$ cat config.mk
export PLATFORM = sky130hd
export DESIGN_NAME = framed_packet_crc_checker_unit
export DESIGN_NICKNAME = d
export VERILOG_FILES = /design/src/rtl/fcc_pkg.sv /design/src/rtl/fcc_cfg_regs.sv /design/src/rtl/fcc_frame_track.sv /design/src/rtl/fcc_out_stage.sv /design/src/rtl/framed_packet_crc_checker_unit.sv
export SDC_FILE = /design/constraint.sdc
export NUM_CORES = 1
export LEC_CHECK = 0
export ABC_AREA = 0
export BUFFER_PORTS_ARGS = -buffer_cell sky130_fd_sc_hd__buf_2
export CAP_MARGIN = 25
export CORE_AREA = 2 2 113 88
export DETAILED_ROUTE_END_ITERATION = 12
export DIE_AREA = 0 0 115 90
export PLACE_DENSITY = 0.75
export SKIP_CTS_REPAIR_TIMING = 1
export SLEW_MARGIN = 20
export SYNTH_ARGS = -nofsm -noshare
export SYNTH_HDL_FRONTEND = slang
export SYNTH_SLANG_ARGS = --single-unit
$ cat constraint.sdc
create_clock -name clk -period 2.55 [get_ports clk]
set_input_delay 0.255 -clock clk [delete_from_list [all_inputs] [get_ports clk]]
set_output_delay 0.255 -clock clk [all_outputs]
set_load 0.1 [all_outputs]
$ cat src/rtl/fcc_pkg.sv
// fcc_pkg: shared types, constants and the crc byte update for the frame checker
// no dependencies

package fcc_pkg;

    localparam int FRAME_LENGTH_DEF = 16;
    localparam int ADDR_W           = 3;
    localparam int DATA_W           = 32;

    localparam logic [15:0] CRC_INIT     = 16'hFFFF;
    localparam logic [15:0] CRC_POLY     = 16'hA001;
    localparam logic [7:0]  HEADER_RESET = 8'hA5;

    // register index, taken from paddr[2]
    localparam logic REG_HEADER = 1'b0;

    typedef enum logic [1:0] {
        ST_OK     = 2'd0,
        ST_SHORT  = 2'd1,
        ST_HEADER = 2'd2,
        ST_CRC    = 2'd3
    } fcc_status_t;

    typedef struct packed {
        fcc_status_t status;
        logic [15:0] computed_crc;
        logic [15:0] received_crc;
    } fcc_result_t;

    // crc-16/modbus, reflected, one byte lsb first
    function automatic logic [15:0] crc16_byte(input logic [15:0] crc_in, input logic [7:0] b);
        logic [15:0] c;
        c = crc_in ^ {8'h00, b};
        for (int k = 0; k < 8; k++)
        begin
            if (c[0])
            begin
                c = (c >> 1) ^ CRC_POLY;
            end
            else
            begin
                c = c >> 1;
            end
        end
        return c;
    endfunction

endpackage

$ cat src/rtl/fcc_cfg_regs.sv
// fcc_cfg_regs: apb-style register port holding the expected header byte
// depends on fcc_pkg

module fcc_cfg_regs
    import fcc_pkg::*;
(
    input  logic              clk,
    input  logic              rst_n,
    input  logic              psel,
    input  logic              penable,
    input  logic              pwrite,
    input  logic [ADDR_W-1:0] paddr,
    input  logic [DATA_W-1:0] pwdata,
    output logic [DATA_W-1:0] prdata,
    output logic              pready,
    output logic [7:0]        header_value
);

    logic [7:0] header_reg;
    logic [7:0] header_next;
    logic       wr_en;

    assign pready = 1'b1;
    assign wr_en  = psel && penable && pwrite && (paddr[2] == REG_HEADER);

    always_comb
    begin
        header_next = header_reg;
        if (wr_en)
        begin
            header_next = pwdata[7:0];
        end
    end

    always_ff @(posedge clk or negedge rst_n)
    begin
        if (!rst_n)
        begin
            header_reg <= HEADER_RESET;
        end
        else
        begin
            header_reg <= header_next;
        end
    end

    always_comb
    begin
        case (paddr[2])
            REG_HEADER: prdata = {{(DATA_W-8){1'b0}}, header_reg};
            default:    prdata = '0;
        endcase
    end

    assign header_value = header_reg;

endmodule

$ cat src/rtl/fcc_frame_track.sv
// fcc_frame_track: per-frame byte count, running crc, header flag and checksum capture
// depends on fcc_pkg

module fcc_frame_track
    import fcc_pkg::*;
#(
    parameter int FRAME_LENGTH = FRAME_LENGTH_DEF
)
(
    input  logic        clk,
    input  logic        rst_n,
    input  logic        accept,
    input  logic [7:0]  data_byte,
    input  logic        end_of_frame,
    input  logic [7:0]  header_value,
    output fcc_result_t result
);

    localparam int CW = $clog2(FRAME_LENGTH + 1);
    localparam logic [CW-1:0] FL_C    = CW'(FRAME_LENGTH);
    localparam logic [CW-1:0] FL_M2_C = CW'(FRAME_LENGTH - 2);

    logic [CW-1:0] count_reg;
    logic [CW-1:0] count_next;
    logic [15:0]   crc_reg;
    logic [15:0]   crc_next;
    logic          hdr_ok_reg;
    logic          hdr_ok_next;
    logic [15:0]   chk_reg;
    logic [15:0]   chk_next;

    logic [CW-1:0] cnt_upd;
    logic [15:0]   crc_upd;
    logic          hdr_upd;
    logic [15:0]   chk_upd;

    always_comb
    begin
        cnt_upd = count_reg;
        crc_upd = crc_reg;
        hdr_upd = hdr_ok_reg;
        chk_upd = chk_reg;
        if (count_reg < FL_C)
        begin
            if (count_reg == '0)
            begin
                hdr_upd = (data_byte == header_value);
            end
            if (count_reg < FL_M2_C)
            begin
                crc_upd = crc16_byte(crc_reg, data_byte);
            end
            else if (count_reg == FL_M2_C)
            begin
                chk_upd = {chk_reg[15:8], data_byte};
            end
            else
            begin
                chk_upd = {data_byte, chk_reg[7:0]};
            end
            cnt_upd = count_reg + 1'b1;
        end
    end

    always_comb
    begin
        if (cnt_upd < FL_C)
        begin
            result.status       = ST_SHORT;
            result.computed_crc = '0;
            result.received_crc = '0;
        end
        else
        begin
            if (!hdr_upd)
            begin
                result.status = ST_HEADER;
            end
            else if (crc_upd != chk_upd)
            begin
                result.status = ST_CRC;
            end
            else
            begin
                result.status = ST_OK;
            end
            result.computed_crc = crc_upd;
            result.received_crc = chk_upd;
        end
    end

    always_comb
    begin
        count_next  = count_reg;
        crc_next    = crc_reg;
        hdr_ok_next = hdr_ok_reg;
        chk_next    = chk_reg;
        if (accept)
        begin
            if (end_of_frame)
            begin
                count_next  = '0;
                crc_next    = CRC_INIT;
                hdr_ok_next = 1'b0;
                chk_next    = '0;
            end
            else
            begin
                count_next  = cnt_upd;
                crc_next    = crc_upd;
                hdr_ok_next = hdr_upd;
                chk_next    = chk_upd;
            end
        end
    end

    always_ff @(posedge clk or negedge rst_n)
    begin
        if (!rst_n)
        begin
            count_reg  <= '0;
            crc_reg    <= CRC_INIT;
            hdr_ok_reg <= 1'b0;
            chk_reg    <= '0;
        end
        else
        begin
            count_reg  <= count_next;
            crc_reg    <= crc_next;
            hdr_ok_reg <= hdr_ok_next;
            chk_reg    <= chk_next;
        end
    end

endmodule

$ cat src/rtl/fcc_out_stage.sv
// fcc_out_stage: result register with valid/ready handshake toward the receiver
// depends on fcc_pkg

module fcc_out_stage
    import fcc_pkg::*;
(
    input  logic        clk,
    input  logic        rst_n,
    input  logic        load,
    input  fcc_result_t load_data,
    output logic        can_load,
    output logic        out_valid,
    input  logic        out_ready,
    output fcc_result_t out_data
);

    logic        valid_reg;
    logic        valid_next;
    fcc_result_t data_reg;
    fcc_result_t data_next;

    assign can_load = !valid_reg || out_ready;

    always_comb
    begin
        valid_next = valid_reg;
        data_next  = data_reg;
        if (load)
        begin
            valid_next = 1'b1;
            data_next  = load_data;
        end
        else if (out_ready)
        begin
            valid_next = 1'b0;
        end
    end

    always_ff @(posedge clk or negedge rst_n)
    begin
        if (!rst_n)
        begin
            valid_reg <= 1'b0;
        end
        else
        begin
            valid_reg <= valid_next;
        end
    end

    always_ff @(posedge clk)
    begin
        data_reg <= data_next;
    end

    assign out_valid = valid_reg;
    assign out_data  = data_reg;

endmodule

$ cat src/rtl/framed_packet_crc_checker_unit.sv
// framed_packet_crc_checker_unit: top level of the crc-16/modbus frame checker
// depends on fcc_pkg, fcc_cfg_regs, fcc_frame_track, fcc_out_stage
//
// usage
//   input channel (in_valid/in_ready) carries one frame byte per request,
//   end_of_frame set on the last byte; one byte is taken every cycle while in_ready is high
//   output channel (out_valid/out_ready) gives one result per frame:
//   status, crc over the first FRAME_LENGTH-2 bytes, and the checksum from
//   the last two bytes, low byte first
//   the flagged last byte's result is registered into the output register as
//   that byte is accepted; other bytes give no result
//   throughput is one byte per cycle while in_ready is high; the byte-wide
//   crc update is combinational between the frame state registers
//   when the receiver stalls, the result holds and in_ready stays high only
//   while out_ready is high, so a byte is taken in the same cycle a waiting
//   result leaves
//   reset clears the frame state, empties the output register and sets
//   header_value to 0xa5; the apb port holds header_value at address 0

module framed_packet_crc_checker_unit
    import fcc_pkg::*;
#(
    parameter int FRAME_LENGTH = FRAME_LENGTH_DEF
)
(
    input  logic              clk,
    input  logic              rst_n,
    input  logic              psel,
    input  logic              penable,
    input  logic              pwrite,
    input  logic [ADDR_W-1:0] paddr,
    input  logic [DATA_W-1:0] pwdata,
    output logic [DATA_W-1:0] prdata,
    output logic              pready,
    input  logic              in_valid,
    output logic              in_ready,
    input  logic [7:0]        data_byte,
    input  logic              end_of_frame,
    output logic              out_valid,
    input  logic              out_ready,
    output logic [1:0]        status,
    output logic [15:0]       computed_crc,
    output logic [15:0]       received_crc
);

    logic        [7:0] header_value;
    logic              accept;
    logic              can_load;
    fcc_result_t       frame_res;
    fcc_result_t       out_data;

    assign in_ready = can_load;
    assign accept   = in_valid && can_load;

    fcc_cfg_regs u_cfg (
        .clk          (clk),
        .rst_n        (rst_n),
        .psel         (psel),
        .penable      (penable),
        .pwrite       (pwrite),
        .paddr        (paddr),
        .pwdata       (pwdata),
        .prdata       (prdata),
        .pready       (pready),
        .header_value (header_value)
    );

    fcc_frame_track #(
        .FRAME_LENGTH (FRAME_LENGTH)
    ) u_track (
        .clk          (clk),
        .rst_n        (rst_n),
        .accept       (accept),
        .data_byte    (data_byte),
        .end_of_frame (end_of_frame),
        .header_value (header_value),
        .result       (frame_res)
    );

    fcc_out_stage u_out (
        .clk       (clk),
        .rst_n     (rst_n),
        .load      (accept && end_of_frame),
        .load_data (frame_res),
        .can_load  (can_load),
        .out_valid (out_valid),
        .out_ready (out_ready),
        .out_data  (out_data)
    );

    assign status       = out_data.status;
    assign computed_crc = out_data.computed_crc;
    assign received_crc = out_data.received_crc;

endmodule

## After elaboration in Yosys (flattened, before gate mapping)

Index checks and enable logic that the tools add are counted.

- Register bits after elaboration: 81
- Input bits: 51
- Output and inout port bits: 69

- $add $sub $neg: 1
- Order comparisons: 3
- Equal/unequal tests: 3
- Muxes and demuxes: 39
- Bitwise operators: 10
- Reductions and logical operators: 9

Operator list:

| cell | number |
|---|---|
| 16-bit 2-to-1 mux | 29 |
| 2-bit inverter with 3-bit output | 8 |
| 16-bit != test | 1 |
| 16-bit by 8-bit XOR with 16-bit output | 1 |
| 5-bit < comparator (second input constant) | 2 |
| 5-bit 2-to-1 mux | 2 |
| 8-bit equality test | 1 |
| 8-bit 2-to-1 mux | 1 |
| 5-bit by 1-bit adder with 5-bit output (second input constant) | 1 |
| 5-bit by 4-bit equality test with 1-bit output (second input constant) | 1 |
| 1-bit logical AND | 5 |
| 5-bit zero test | 1 |
| 5-bit by 4-bit < comparator with 1-bit output (second input constant) | 1 |
| 1-bit 2-to-1 mux | 5 |
| 2-bit 2-to-1 mux | 2 |
| 2-bit nonzero test | 1 |
| 1-bit zero test | 1 |
| 1-bit logical OR | 1 |
| 1-bit inverter | 1 |

## Depth between registers and ports, before layout

Gate-level depths: netlist of the first run.

- Depth in word-level cells: 36
- Gate-level depth with buffers: 10

## Hierarchy

Synthesis of the first run repeated with hierarchy kept, for this count alone.

- Cells, all modules: 347
- Area total of the unflattened synthesis: 4,306.6 µm²

By module, submodules not included:

| module | instances | cells an instance | area each (µm²) | seq. area each (µm²) |
|---|---|---|---|---|
| fcc_frame_track | 1 | 256 | 2,641.3 | 970.9 |
| fcc_out_stage | 1 | 37 | 1,068.5 | 1,046.0 |
| fcc_cfg_regs | 1 | 52 | 584.3 | 205.2 |
| framed_packet_crc_checker_unit | 1 | 2 | 12.5 | 0.0 |

## Least setup slack after synthesis of the first run

No wires, ideal clock.

- Path kind: flip-flop to flip-flop
- From: register u_out.valid_reg (netlist: u_out.out_valid)
- To: register u_track.chk_reg[1]
- Data arrival time: 3.024 ns
- Path slack: -0.595 ns
- Cell stages (with the launch flop): 8
- Clock period less this slack: 3.145 ns
- Path through: dfrtp_1 > nand2b_1 > and2_1 > clkbuf_1 > nand2b_1 > clkbuf_1 > nor2_1 > a22o_1

- Word-level cells in the longest chain between the ends: 3

Ends and longest elaborated chain:

| element | line | text |
|---|---|---|
| from (decl) | fcc_out_stage.sv:17 | `logic valid_reg;` |
| from (signal assigned) | fcc_out_stage.sv:47 | `valid_reg <= valid_next;` |
| 1-bit zero test | fcc_out_stage.sv:22 | `assign can_load = !valid_reg \|\| out_ready;` |
| 1-bit logical OR | fcc_out_stage.sv:22 |  |
| via in_ready | framed_packet_crc_checker_unit.sv:36 | `output logic in_ready,` |
| 1-bit logical AND | framed_packet_crc_checker_unit.sv:53 | `assign accept = in_valid && can_load;` |
| to (signal assigned) | fcc_frame_track.sv:131 | `chk_reg <= chk_next;` |
| to (decl) | fcc_frame_track.sv:29 | `logic [15:0] chk_reg;` |

The timed path passes the listed nets, and every way through them passes these cells.
A chain may end at the register's enable or synchronous reset.

## Worst setup path after layout of the first run

- From: register u_track.count_reg[4]
- To: register u_out.data_reg (netlist bit u_out.out_data[33]) (data pin)

- Word-level cells in the longest chain between the ends: 7
- Elaborated cells on any way between the ends: 17

Ends and longest elaborated chain:

| element | line | text |
|---|---|---|
| from (decl) | fcc_frame_track.sv:23 | `logic [CW-1:0] count_reg;` |
| from (signal assigned) | fcc_frame_track.sv:128 | `count_reg <= count_next;` |
| branches (longest 7 deep; another with 5-bit by 4-bit < comparator with 1-bit output) | -- |  |
| to (signal assigned) | fcc_out_stage.sv:53 | `data_reg <= data_next;` |
| to (decl) | fcc_out_stage.sv:19 | `fcc_result_t data_reg;` |

Several ways; the timed one is not identified.

==> impl_metrics.json, run 1 <==
{
  "met3WireLength_um": 733,
  "worstHoldStart": "pwdata[6]",
  "clk_latency_ns": 0.34,
  "rsz0062_at_grt": "yes",
  "finalMaxSlewViolations": 0,
  "drc_errors": 0,
  "synth_edf_count": 34,
  "drtPass1Iterations": 5,
  "dr_wl_met2_mm": 4.855,
  "overflow": 0,
  "dp_hpwl_mm": 7.687,
  "dp_cells": 597,
  "hold_path.class": "primary input to flop",
  "setup_viol": 2,
  "power_density_nw_per_um2": 953.9,
  "rr_endpoint": "u_out.out_data[33]",
  "synth.avg_cell_area_um2": 11.47,
  "cts_tree": "done",
  "cp_common_cell": "nor4_2",
  "antenna_found_initial": 0,
  "io_pins": 120,
  "path_max_fanout": 7,
  "initial_core_util_pct": 45.46,
  "crit_path_end_kind": "flop",
  "crit_path_top_delay_cell": "dfrtp_2",
  "io_buffers": 68,
  "clk_pin_slew_worst_paths_ns": 0.06,
  "core_um2": 9309,
  "max_cap_violations": 0,
  "vias_per_cell": 5.113,
  "area_delta_synth_final_pct": 30.51,
  "max_freq_mhz": 380.1,
  "power.leakage_nw": 2.460,
  "die_h_um": 90,
  "rrSetupSlack_ns": -0.08,
  "grt_usage_pct": 19.71,
  "dieArea_um2": 10350,
  "synth_ff_type": "edfxtp_1",
  "slowest_delay_ns": 0.45,
  "path_delay_family": "simple AND/OR/NAND/NOR gates",
  "syn-cell-area_um2": 4232,
  "min_period_ns": 2.631,
  "wl_met1_mm": 4.578,
  "ys_ff_latch": 81,
  "cp.buffers_inverters": 1,
  "crit_type": "flop to flop",
  "grt_first_pass_wirelength_mm": 15.72,
  "drive_gt1_share_pct": 43.76,
  "place_congestion": 0.9523,
  "final.setup.tns_ns": -0.1318,
  "cts_made_buffers": 9,
  "regToRegStartpoint": "u_track.count_reg[4]",
  "endpoint": "u_out.out_data[33]",
  "yosysTopAreaCell": "edfxtp_1",
  "dieWidth_um": 115,
  "path_cells": "and4b_1, nand2_2, buf_12, mux2i_2, xor2_1, nor4_2, nand4_1, nor4_2, a21oi_1",
  "setup_ws_ns": -0.08081,
  "clock_skew_ns": 0.01205,
  "worstPathRequired_ns": 2.61,
  "ctsHtreeMaxLevel": 3,
  "clkSinkCount": 81,
  "slew_headroom_pct": 53.51,
  "cp.depth": 9,
  "startpoint": "u_track.count_reg[4]",
  "yosysUniqueCellTypes": 51,
  "vdd_drop_max_mv": 0.4908,
  "placed_area_um2": 5055,
  "routed_wl_mm": 10.31,
  "worstMarginPinSlew_ns": 0.6963,
  "violations": "setup timing",
  "topRoutingLayerUsed": "met4",
  "async_flop_share_pct": 58.02,
  "syn-instance-count": 369,
  "cp_data_arrival_time_ns": 2.69,
  "grt_max_degree": 36,
  "period_share_pct": 103.2,
  "routedWlPerCell_um": 16.63,
  "start_kind": "flop",
  "netlist.area_leader.share_pct": 24.13,
  "drtIter0Drc": 346,
  "synth_area_leaders": "edfxtp_1, dfrtp_1, dfstp_2, xnor2_1, mux2i_1",
  "outcome": "finished with violations",
  "hold_viol_final": 0,
  "yosysWarnings": 0,
  "clockBufferDepth": 2,
  "first_global_vias": 2926,
  "nNetsFinal": 553,
  "worst-r2r-cell-count": 9,
  "seq_area_frac_synth_pct": 52.51,
  "rows": 31,
  "cts_root_buffer": "clkbuf_16",
  "instances_no_fill": 620,
  "vias": 3170,
  "diodes": 0,
  "num-fill-cells": 732,
  "fin_util_pct": 59.33,
  "fin_area_um2": 5523,
  "largest_reg_flops": 34,
  "drtAntennaViolNets": 0
}
[report_power, final]
group	internal (W)	switching, W
Sequential	0.00156	0.000131
Clock	0.000668	0.000562
Combinational	0.00107	0.00128
[Yosys cell counts, drive strengths merged, types with 2 or more instances]
cell type / instances
nand3: 3
clkbuf: 11
dfstp: 20
conb: 2
a22o: 14
dfrtp: 27
xnor3: 2
xnor2: 29
xor2: 13
a211oi: 4
o31ai: 2
nand2: 18
inv: 9
a21oi: 12
nor2b: 10
nand2b: 2
nor4: 3
o21a: 2
nor2: 45
nand4: 3
o21ai: 11
o22a: 8
edfxtp: 34
ha: 2
a31oi: 2
mux2i: 25
buf: 34
mux2: 8
[per-layer routing]
| metal | track usage (%) | vias to the layer above |
|---|---|---|
| li1 | - | 1497 |
| met1 | 28.17 | 1528 |
| met2 | 30.44 | 130 |
| met3 | 3.978 | 15 |
| met4 | 5.622 | 0 |
| met5 | 0 | - |
[layout make-up]
cell class,instances,area (µm²),area share [%]
sequential,81,2225,40.28
clock buffer,9,225.2,4.078
clock inverter,7,55.05,0.9968
multi-input combinational,257,1926,34.87
inverter,9,33.78,0.6117
tap,115,143.9,2.605
timing repair buffer,142,914.6,16.56
[worst register-to-register path: stages, from the launching register on]
cell	delay (ns)
dfrtp_2	0.45
and4b_1	0.32
nand2_2	0.09
buf_12	0.15
mux2i_2	0.24
xor2_1	0.13
nor4_2	0.34
nand4_1	0.19
nor4_2	0.32
a21oi_1	0.13
[worst min-delay path by stage]
stage | endpoint | cells after the start | slack (ns)
floorplan | u_cfg.header_value[1] | 0 | -0.04
global placement | u_out.out_valid | 1 | 0.31
detailed placement | u_out.out_valid | 1 | 0.30
CTS | u_track.count_reg[1] | 1 | -0.06
global route | u_cfg.header_value[2] | 2 | 0.14
finish | u_cfg.header_value[6] | 2 | 0.15
[logic make-up (layout without fill, tap and decap cells)]
group,count (synthesis),after routing,share of synthesized area [%]
AO/OA/AOI/OAI,64,64,10.94
AND/OR/NAND/NOR,89,89,9.846
other,2,25,0.1775
flip-flops,81,81,52.51
buffers and inverters,54,167,7.392
adder cells (fa/ha/maj),2,2,0.5913
XOR/XNOR,44,44,10.32
multiplexers,33,33,8.220
[stage by stage]
stage / total power, W / setup slack, ns / hold WS (ns)
floorplan: 0.003185 / 0.01557 / -0.04059
global placement: 0.003766 / -0.06688 / 0.3059
detailed placement: 0.003804 / -0.1189 / 0.3016
CTS: 0.005041 / -0.1537 / -0.05628
global route: 0.005513 / -0.2618 / 0.1440
finish: 0.005268 / -0.08081 / 0.1452
[placed cells by master, fill, tap and decap left out, types with 9 or more instances in the layout]
cell       count
conb_1        25
a21oi_1       12
mux2i_2        9
buf_2         68
edfxtp_1      34
dfrtp_1       25
dfstp_2       20
mux2i_1       15
nor2_1        45
buf_4         71
clkbuf_16      9
nand2_1       16
xor2_1        10
xnor2_1       23
a22o_1        14
nor2b_1       10
Power figures use the tool's default switching activity.
==> run 2, diff against run 1 <==
Settings changed: ABC_AREA 0 to 1, CORE_AREA 2 2 113 88 to 2 2 117 91, CTS_CLUSTER_SIZE set to 12, DIE_AREA 0 0 115 90 to 0 0 119 93, PLACE_DENSITY 0.75 to 0.76.
==> run 2 against run 1 <==
Compared with the run above: clock power is 19% higher; utilization is 2.1 points lower; the flow now finishes without violations; highest routed layer unchanged; via count increased by 39%; combinational power fell by 45%; cell count grew 37%; critical path depth increased by 7; register-to-register slack better by 0.25 ns; sequential power down 6%; critical endpoint is now u_out.out_data[32]; die area grew 6.9%; routed wire length rose by 22%; critical path type unchanged; largest power group is now sequential cells.
==> impl_metrics.json, run 2 <==
{
  "outcome": "finished clean",
  "ff_latch_area_um2": 2228,
  "cp_common_cell": "nand2_1",
  "min_period_ns": 2.379,
  "post-place-ws_ns": 0.09034,
  "total_power_w": 0.004360,
  "netlist.area_leader.share_pct": 21.54,
  "yosys.cell_count.top_type": "nand2_1",
  "vdd_drop_max_mv": 0.4239,
  "rows": 32,
  "slew_headroom_pct": 58.69,
  "pwr-share-comb_pct": 29.9,
  "io_buffers": 68,
  "multi_input_area_um2": 2069,
  "async_flop_share_pct": 58.02,
  "synth_ff_type": "edfxtp_1",
  "power_density_nw_per_um2": 763.9,
  "ctsHtreeMaxLevel": 3,
  "io_pins": 120,
  "crit_path_end_kind": "flop",
  "routed_wl_mm": 12.53,
  "cts_tree": "done",
  "seqPwrFrac_pct": 36.6,
  "dieWidth_um": 119,
  "synthTopCellsByCount": "nand2_1, inv_1, nor2_1, nand3_1, edfxtp_1",
  "initial_core_util_pct": 47.54,
  "vias_per_cell": 5.167,
  "max_cap_violations": 0,
  "cp_data_arrival_time_ns": 2.48,
  "setup_ws_ns": 0.1705,
  "path_cells": "nand2_2, nor2_8, buf_6, nand3_1, nand2_1, nand2_1, nand2_1, nand2_1, nor2_1, nand3_1, nor2_2, nand2_1, nor2_1, nand3_1, o21ai_1, nand2_1",
  "ys_ff_latch": 81,
  "yosysUniqueCellTypes": 34,
  "clockPowerShare_pct": 33.5,
  "clk_pin_slew_worst_paths_ns": 0.06,
  "antenna_found_initial": 0,
  "vias": 4402,
  "clock_skew_ns": 0.007498,
  "period_share_pct": 93.31,
  "hold_slack_ns": 0.1451,
  "drtAntennaViolNets": 0,
  "drc_errors": 0,
  "area_delta_synth_final_pct": 20.43,
  "routedWlPerCell_um": 14.71,
  "grt_first_pass_wirelength_mm": 20.15,
  "path_max_fanout": 7,
  "crit_type": "flop to flop",
  "clockBufferDepth": 2,
  "syn-instance-count": 622,
  "largest_reg_flops": 34,
  "hold_viol_final": 0,
  "hold_path.class": "primary input to flop",
  "worstMarginPinSlew_ns": 0.6196,
  "p_int_w": 0.002736,
  "dieArea_um2": 11070,
  "drive_gt1_share_pct": 22.77,
  "die_h_um": 93,
  "finalMaxSlewViolations": 0,
  "overflow": 0,
  "synth.avg_cell_area_um2": 7.620,
  "dp_hpwl_mm": 9.052,
  "crit_path_top_delay_cell": "dfrtp_2",
  "diodes": 0,
  "synth_edf_count": 34,
  "cts_made_buffers": 9,
  "worstPathRequired_ns": 2.65,
  "cts_root_buffer": "clkbuf_16",
  "start_kind": "flop",
  "power.leakage_nw": 2.920,
  "clk_latency_ns": 0.35,
  "grt_max_degree": 35,
  "synth_area_leaders": "edfxtp_1, nand2_1, dfrtp_1, dfstp_2, inv_1",
  "rsz0062_at_grt": "no",
  "num-fill-cells": 910,
  "final_cell_mix": "nand2_1, inv_1, buf_2",
  "core_um2": 9970,
  "final.setup.tns_ns": 0,
  "yosysWarnings": 0,
  "seq_area_frac_synth_pct": 46.88,
  "drtIter0Drc": 325,
  "clkSinkCount": 81,
  "max_freq_mhz": 420.3,
  "place_congestion": 0.9486,
  "fin_area_um2": 5708,
  "setup_viol": 0,
  "syn-cell-area_um2": 4740,
  "placed_area_um2": 5249,
  "yosysTopAreaCell": "edfxtp_1",
  "first_global_vias": 4004,
  "switching_power_w": 0.001624,
  "nNetsFinal": 764,
  "final_common_cell": "nand2_1",
  "p_sw_share_pct": 37.24,
  "drtPass1Iterations": 5,
  "slowest_delay_ns": 0.43,
  "grt_usage_pct": 23.67
}
-- run 2: layout make-up --
class | instances | area share (%)
timing repair buffer | 98 | 10.68
tap | 136 | 2.981
clock buffer | 11 | 4.450
multi-input combinational | 444 | 36.26
inverter | 77 | 5.107
sequential | 81 | 39.04
clock inverter | 5 | 1.491
-- run 2: worst max-delay path: cells and delay by family (launching register included) --
family	cells	cell delay, ns
flip-flops	1	0.43
AO/OA/AOI/OAI	1	0.13
buffers and inverters	1	0.15
AND/OR/NAND/NOR	14	1.43
-- run 2: per-stage QoR --
step                      util (%)  instances
after CTS                    56.05        843
final                        57.25        852
after detailed placement     52.65        827
after global routing         57.25        852
after global placement       52.65        827
after floorplan                  -        645
-- run 2: logic make-up (layout without fill, tap and decap cells) --
group | after synthesis | in the layout | share of synthesized area [%]
DFF | 81 | 81 | 46.88
adders and majority gates | 2 | 2 | 0.5279
other | 2 | 25 | 0.1585
and+or+nand+nor | 352 | 352 | 31.86
buffers and inverters | 120 | 191 | 12.33
AOI/OAI and AO/OA | 65 | 65 | 8.236
-- run 2: routing by layer --
metal	vias up	track usage [%]	wire length (µm)	part of all wire (%)
met2	213	36.49	5481	44
met1	2038	33.95	5719	46
met3	14	5.122	1184	9.4
li1	2137	-	-	-
met5	-	0	0	0
met4	0	6.250	145	1.2
-- run 2: power groups by stage --
stage                     logic (W)  registers (W)  clock network [W]
after floorplan            0.000881        0.00174                  0
after detailed placement    0.00126        0.00161                  0
after CTS                   0.00126        0.00159            0.00148
after global placement      0.00123        0.00161                  0
after global routing        0.00142        0.00160            0.00153
final                       0.00130        0.00159            0.00146
-- run 2: worst paths after layout --
check	slack [ns]	endpoint	start	cells after the start
setup / recovery	0.17	u_out.out_data[32]	u_track.count_reg[2]	16
hold / removal	0.15	u_cfg.header_value[2]	pwdata[2]	3
setup reg to reg	0.17	u_out.out_data[32]	u_track.count_reg[2]	16
hold reg to reg	0.51	u_track.chk_reg[13]	u_track.chk_reg[13]	2
max in group asynchronous	1.48	u_track.crc_reg[1]	rst_n	3
min in group asynchronous	0.46	u_cfg.header_value[6]	rst_n	2
==> run 3, diff against run 2 <==
Settings changed: BUFFER_PORTS_ARGS -buffer_cell sky130_fd_sc_hd__buf_2 to unset, CORE_AREA 2 2 117 91 to 2 2 108 84, DIE_AREA 0 0 119 93 to 0 0 110 86, DONT_BUFFER_PORTS set to 1, PLACE_DENSITY 0.76 to 0.75, RECOVER_POWER set to 50.
==> run 3 against run 2 <==
Compared with the run above: register-to-register slack got worse by 0.05 ns; critical path type unchanged; final area fell by 9.5%; worst setup slack got worse by 0.050 ns; clock-buffer cell count fell by 1; sequential power rose by 9%; power fell by 12%; clock skew rose by 0.0015 ns; highest routed layer unchanged.
==> impl_metrics.json, run 3 (same netlist as run 2, synthesis figures left out) <==
{
  "outcome": "finished clean",
  "diodes": 0,
  "area_delta_synth_final_pct": 9.029,
  "largest_reg_flops": 34,
  "crit_path_end_kind": "flop",
  "slew_headroom_pct": 16.94,
  "clk_latency_ns": 0.36,
  "hold_path.class": "primary input to flop",
  "dp_hpwl_mm": 8.859,
  "cts_root_buffer": "clkbuf_8",
  "vias": 4279,
  "nNetsFinal": 697,
  "min_period_ns": 2.429,
  "power_density_nw_per_um2": 746.0,
  "dp_cells": 736,
  "overflow": 0,
  "ctsHtreeMaxLevel": 3,
  "grt_first_pass_wirelength_mm": 19.19,
  "vias_per_cell": 5.653,
  "grt_max_degree": 48,
  "routedWlPerCell_um": 16.23,
  "num-fill-cells": 721,
  "max_cap_violations": 0,
  "finalMaxSlewViolations": 0,
  "drtPass1Iterations": 7,
  "period_share_pct": 95.26,
  "start_kind": "flop",
  "antenna_found_initial": 0,
  "post-place-ws_ns": 0.08870,
  "clkSinkCount": 81,
  "final_common_cell": "nand2_1",
  "dieWidth_um": 110,
  "setup_viol": 0,
  "clockBufferDepth": 2,
  "hold_viol_final": 0,
  "grt_usage_pct": 26.63,
  "die_h_um": 86,
  "fin_area_um2": 5167,
  "instances_no_fill": 757,
  "worstMarginPinSlew_ns": 1.246,
  "initial_core_util_pct": 57.04,
  "place_congestion": 1.021,
  "drtIter0Drc": 516,
  "cp_data_arrival_time_ns": 2.54,
  "vdd_drop_max_mv": 0.4890,
  "setup_ws_ns": 0.1209,
  "first_global_vias": 3950,
  "fin_util_pct": 62.19,
  "clk_pin_slew_worst_paths_ns": 0.09,
  "core_um2": 8309,
  "cts_tree": "done",
  "power.leakage_nw": 2.557,
  "rows": 29,
  "drtAntennaViolNets": 0,
  "io_pins": 120,
  "final.setup.tns_ns": 0,
  "io_buffers": 0,
  "final_cell_mix": "nand2_1, inv_1, nor2_1",
  "dieArea_um2": 9460,
  "crit_type": "flop to flop",
  "placed_area_um2": 4931,
  "drc_errors": 0,
  "drive_gt1_share_pct": 14.64,
  "routed_wl_mm": 12.29,
  "clock_skew_ns": 0.009044,
  "max_freq_mhz": 411.7,
  "path_max_fanout": 12,
  "cts_made_buffers": 9,
  "worstPathRequired_ns": 2.66
}
==> run 3: path summary, 6_finish.rpt <==
path | start | end | slack (ns) | depth (start not counted)
setup / recovery | u_track.count_reg[2] | u_out.out_data[32] | 0.12 | 15
min in group asynchronous | rst_n | u_track.count_reg[0] | 0.76 | 2
hold / removal | pwdata[0] | u_cfg.header_value[0] | 0.02 | 2
setup reg to reg | u_track.count_reg[2] | u_out.out_data[32] | 0.12 | 15
max in group asynchronous | rst_n | u_track.count_reg[2] | 0.97 | 2
hold reg to reg | u_track.chk_reg[6] | u_track.chk_reg[6] | 0.51 | 2
==> run 3: report_power, final <==
part,switching [W],internal (W),leakage [nW]
clock network,0.000514,0.000491,0.101
registers,0.000223,0.00151,0.890
logic,0.000847,0.000271,1.57
==> run 3: layout make-up <==
class	count	area [µm²]	share of cell area, %
sequential	81	2226	43.07
multi-input combinational	444	2076	40.17
inverter	77	294.0	5.690
timing repair buffer	31	225.2	4.358
clock buffer	10	137.6	2.663
tap	108	135.1	2.615
clock inverter	6	73.82	1.429
==> run 3: worst max-delay path, cell delays in order, from the launching register on <==
cell	delay [ns]
dfrtp_2	0.44
nand2_2	0.11
nor2_8	0.22
nand3_4	0.20
nand2_1	0.10
nand2_1	0.13
nand3_1	0.11
nand2_1	0.06
nor2_1	0.11
nand3_1	0.08
nor2_1	0.14
nand2_1	0.07
nor2_1	0.10
nand3_1	0.12
o21ai_1	0.14
nand2_1	0.06
==> run 3: metrics by stage <==
stage	total power [W]	hold WS [ns]
floorplan	0.002619	-0.04059
global placement	0.002783	-0.03869
detailed placement	0.002820	-0.03924
CTS	0.003819	-0.4286
global route	0.004037	0.01521
finish	0.003855	0.01905
==> run 3: routing by layer <==
layer | global-route usage [%] | share of wire (%)
met1 | 37.38 | 42
met2 | 39.60 | 44
met3 | 6.383 | 11
met5 | 0 | 0
met4 | 10.82 | 2.3
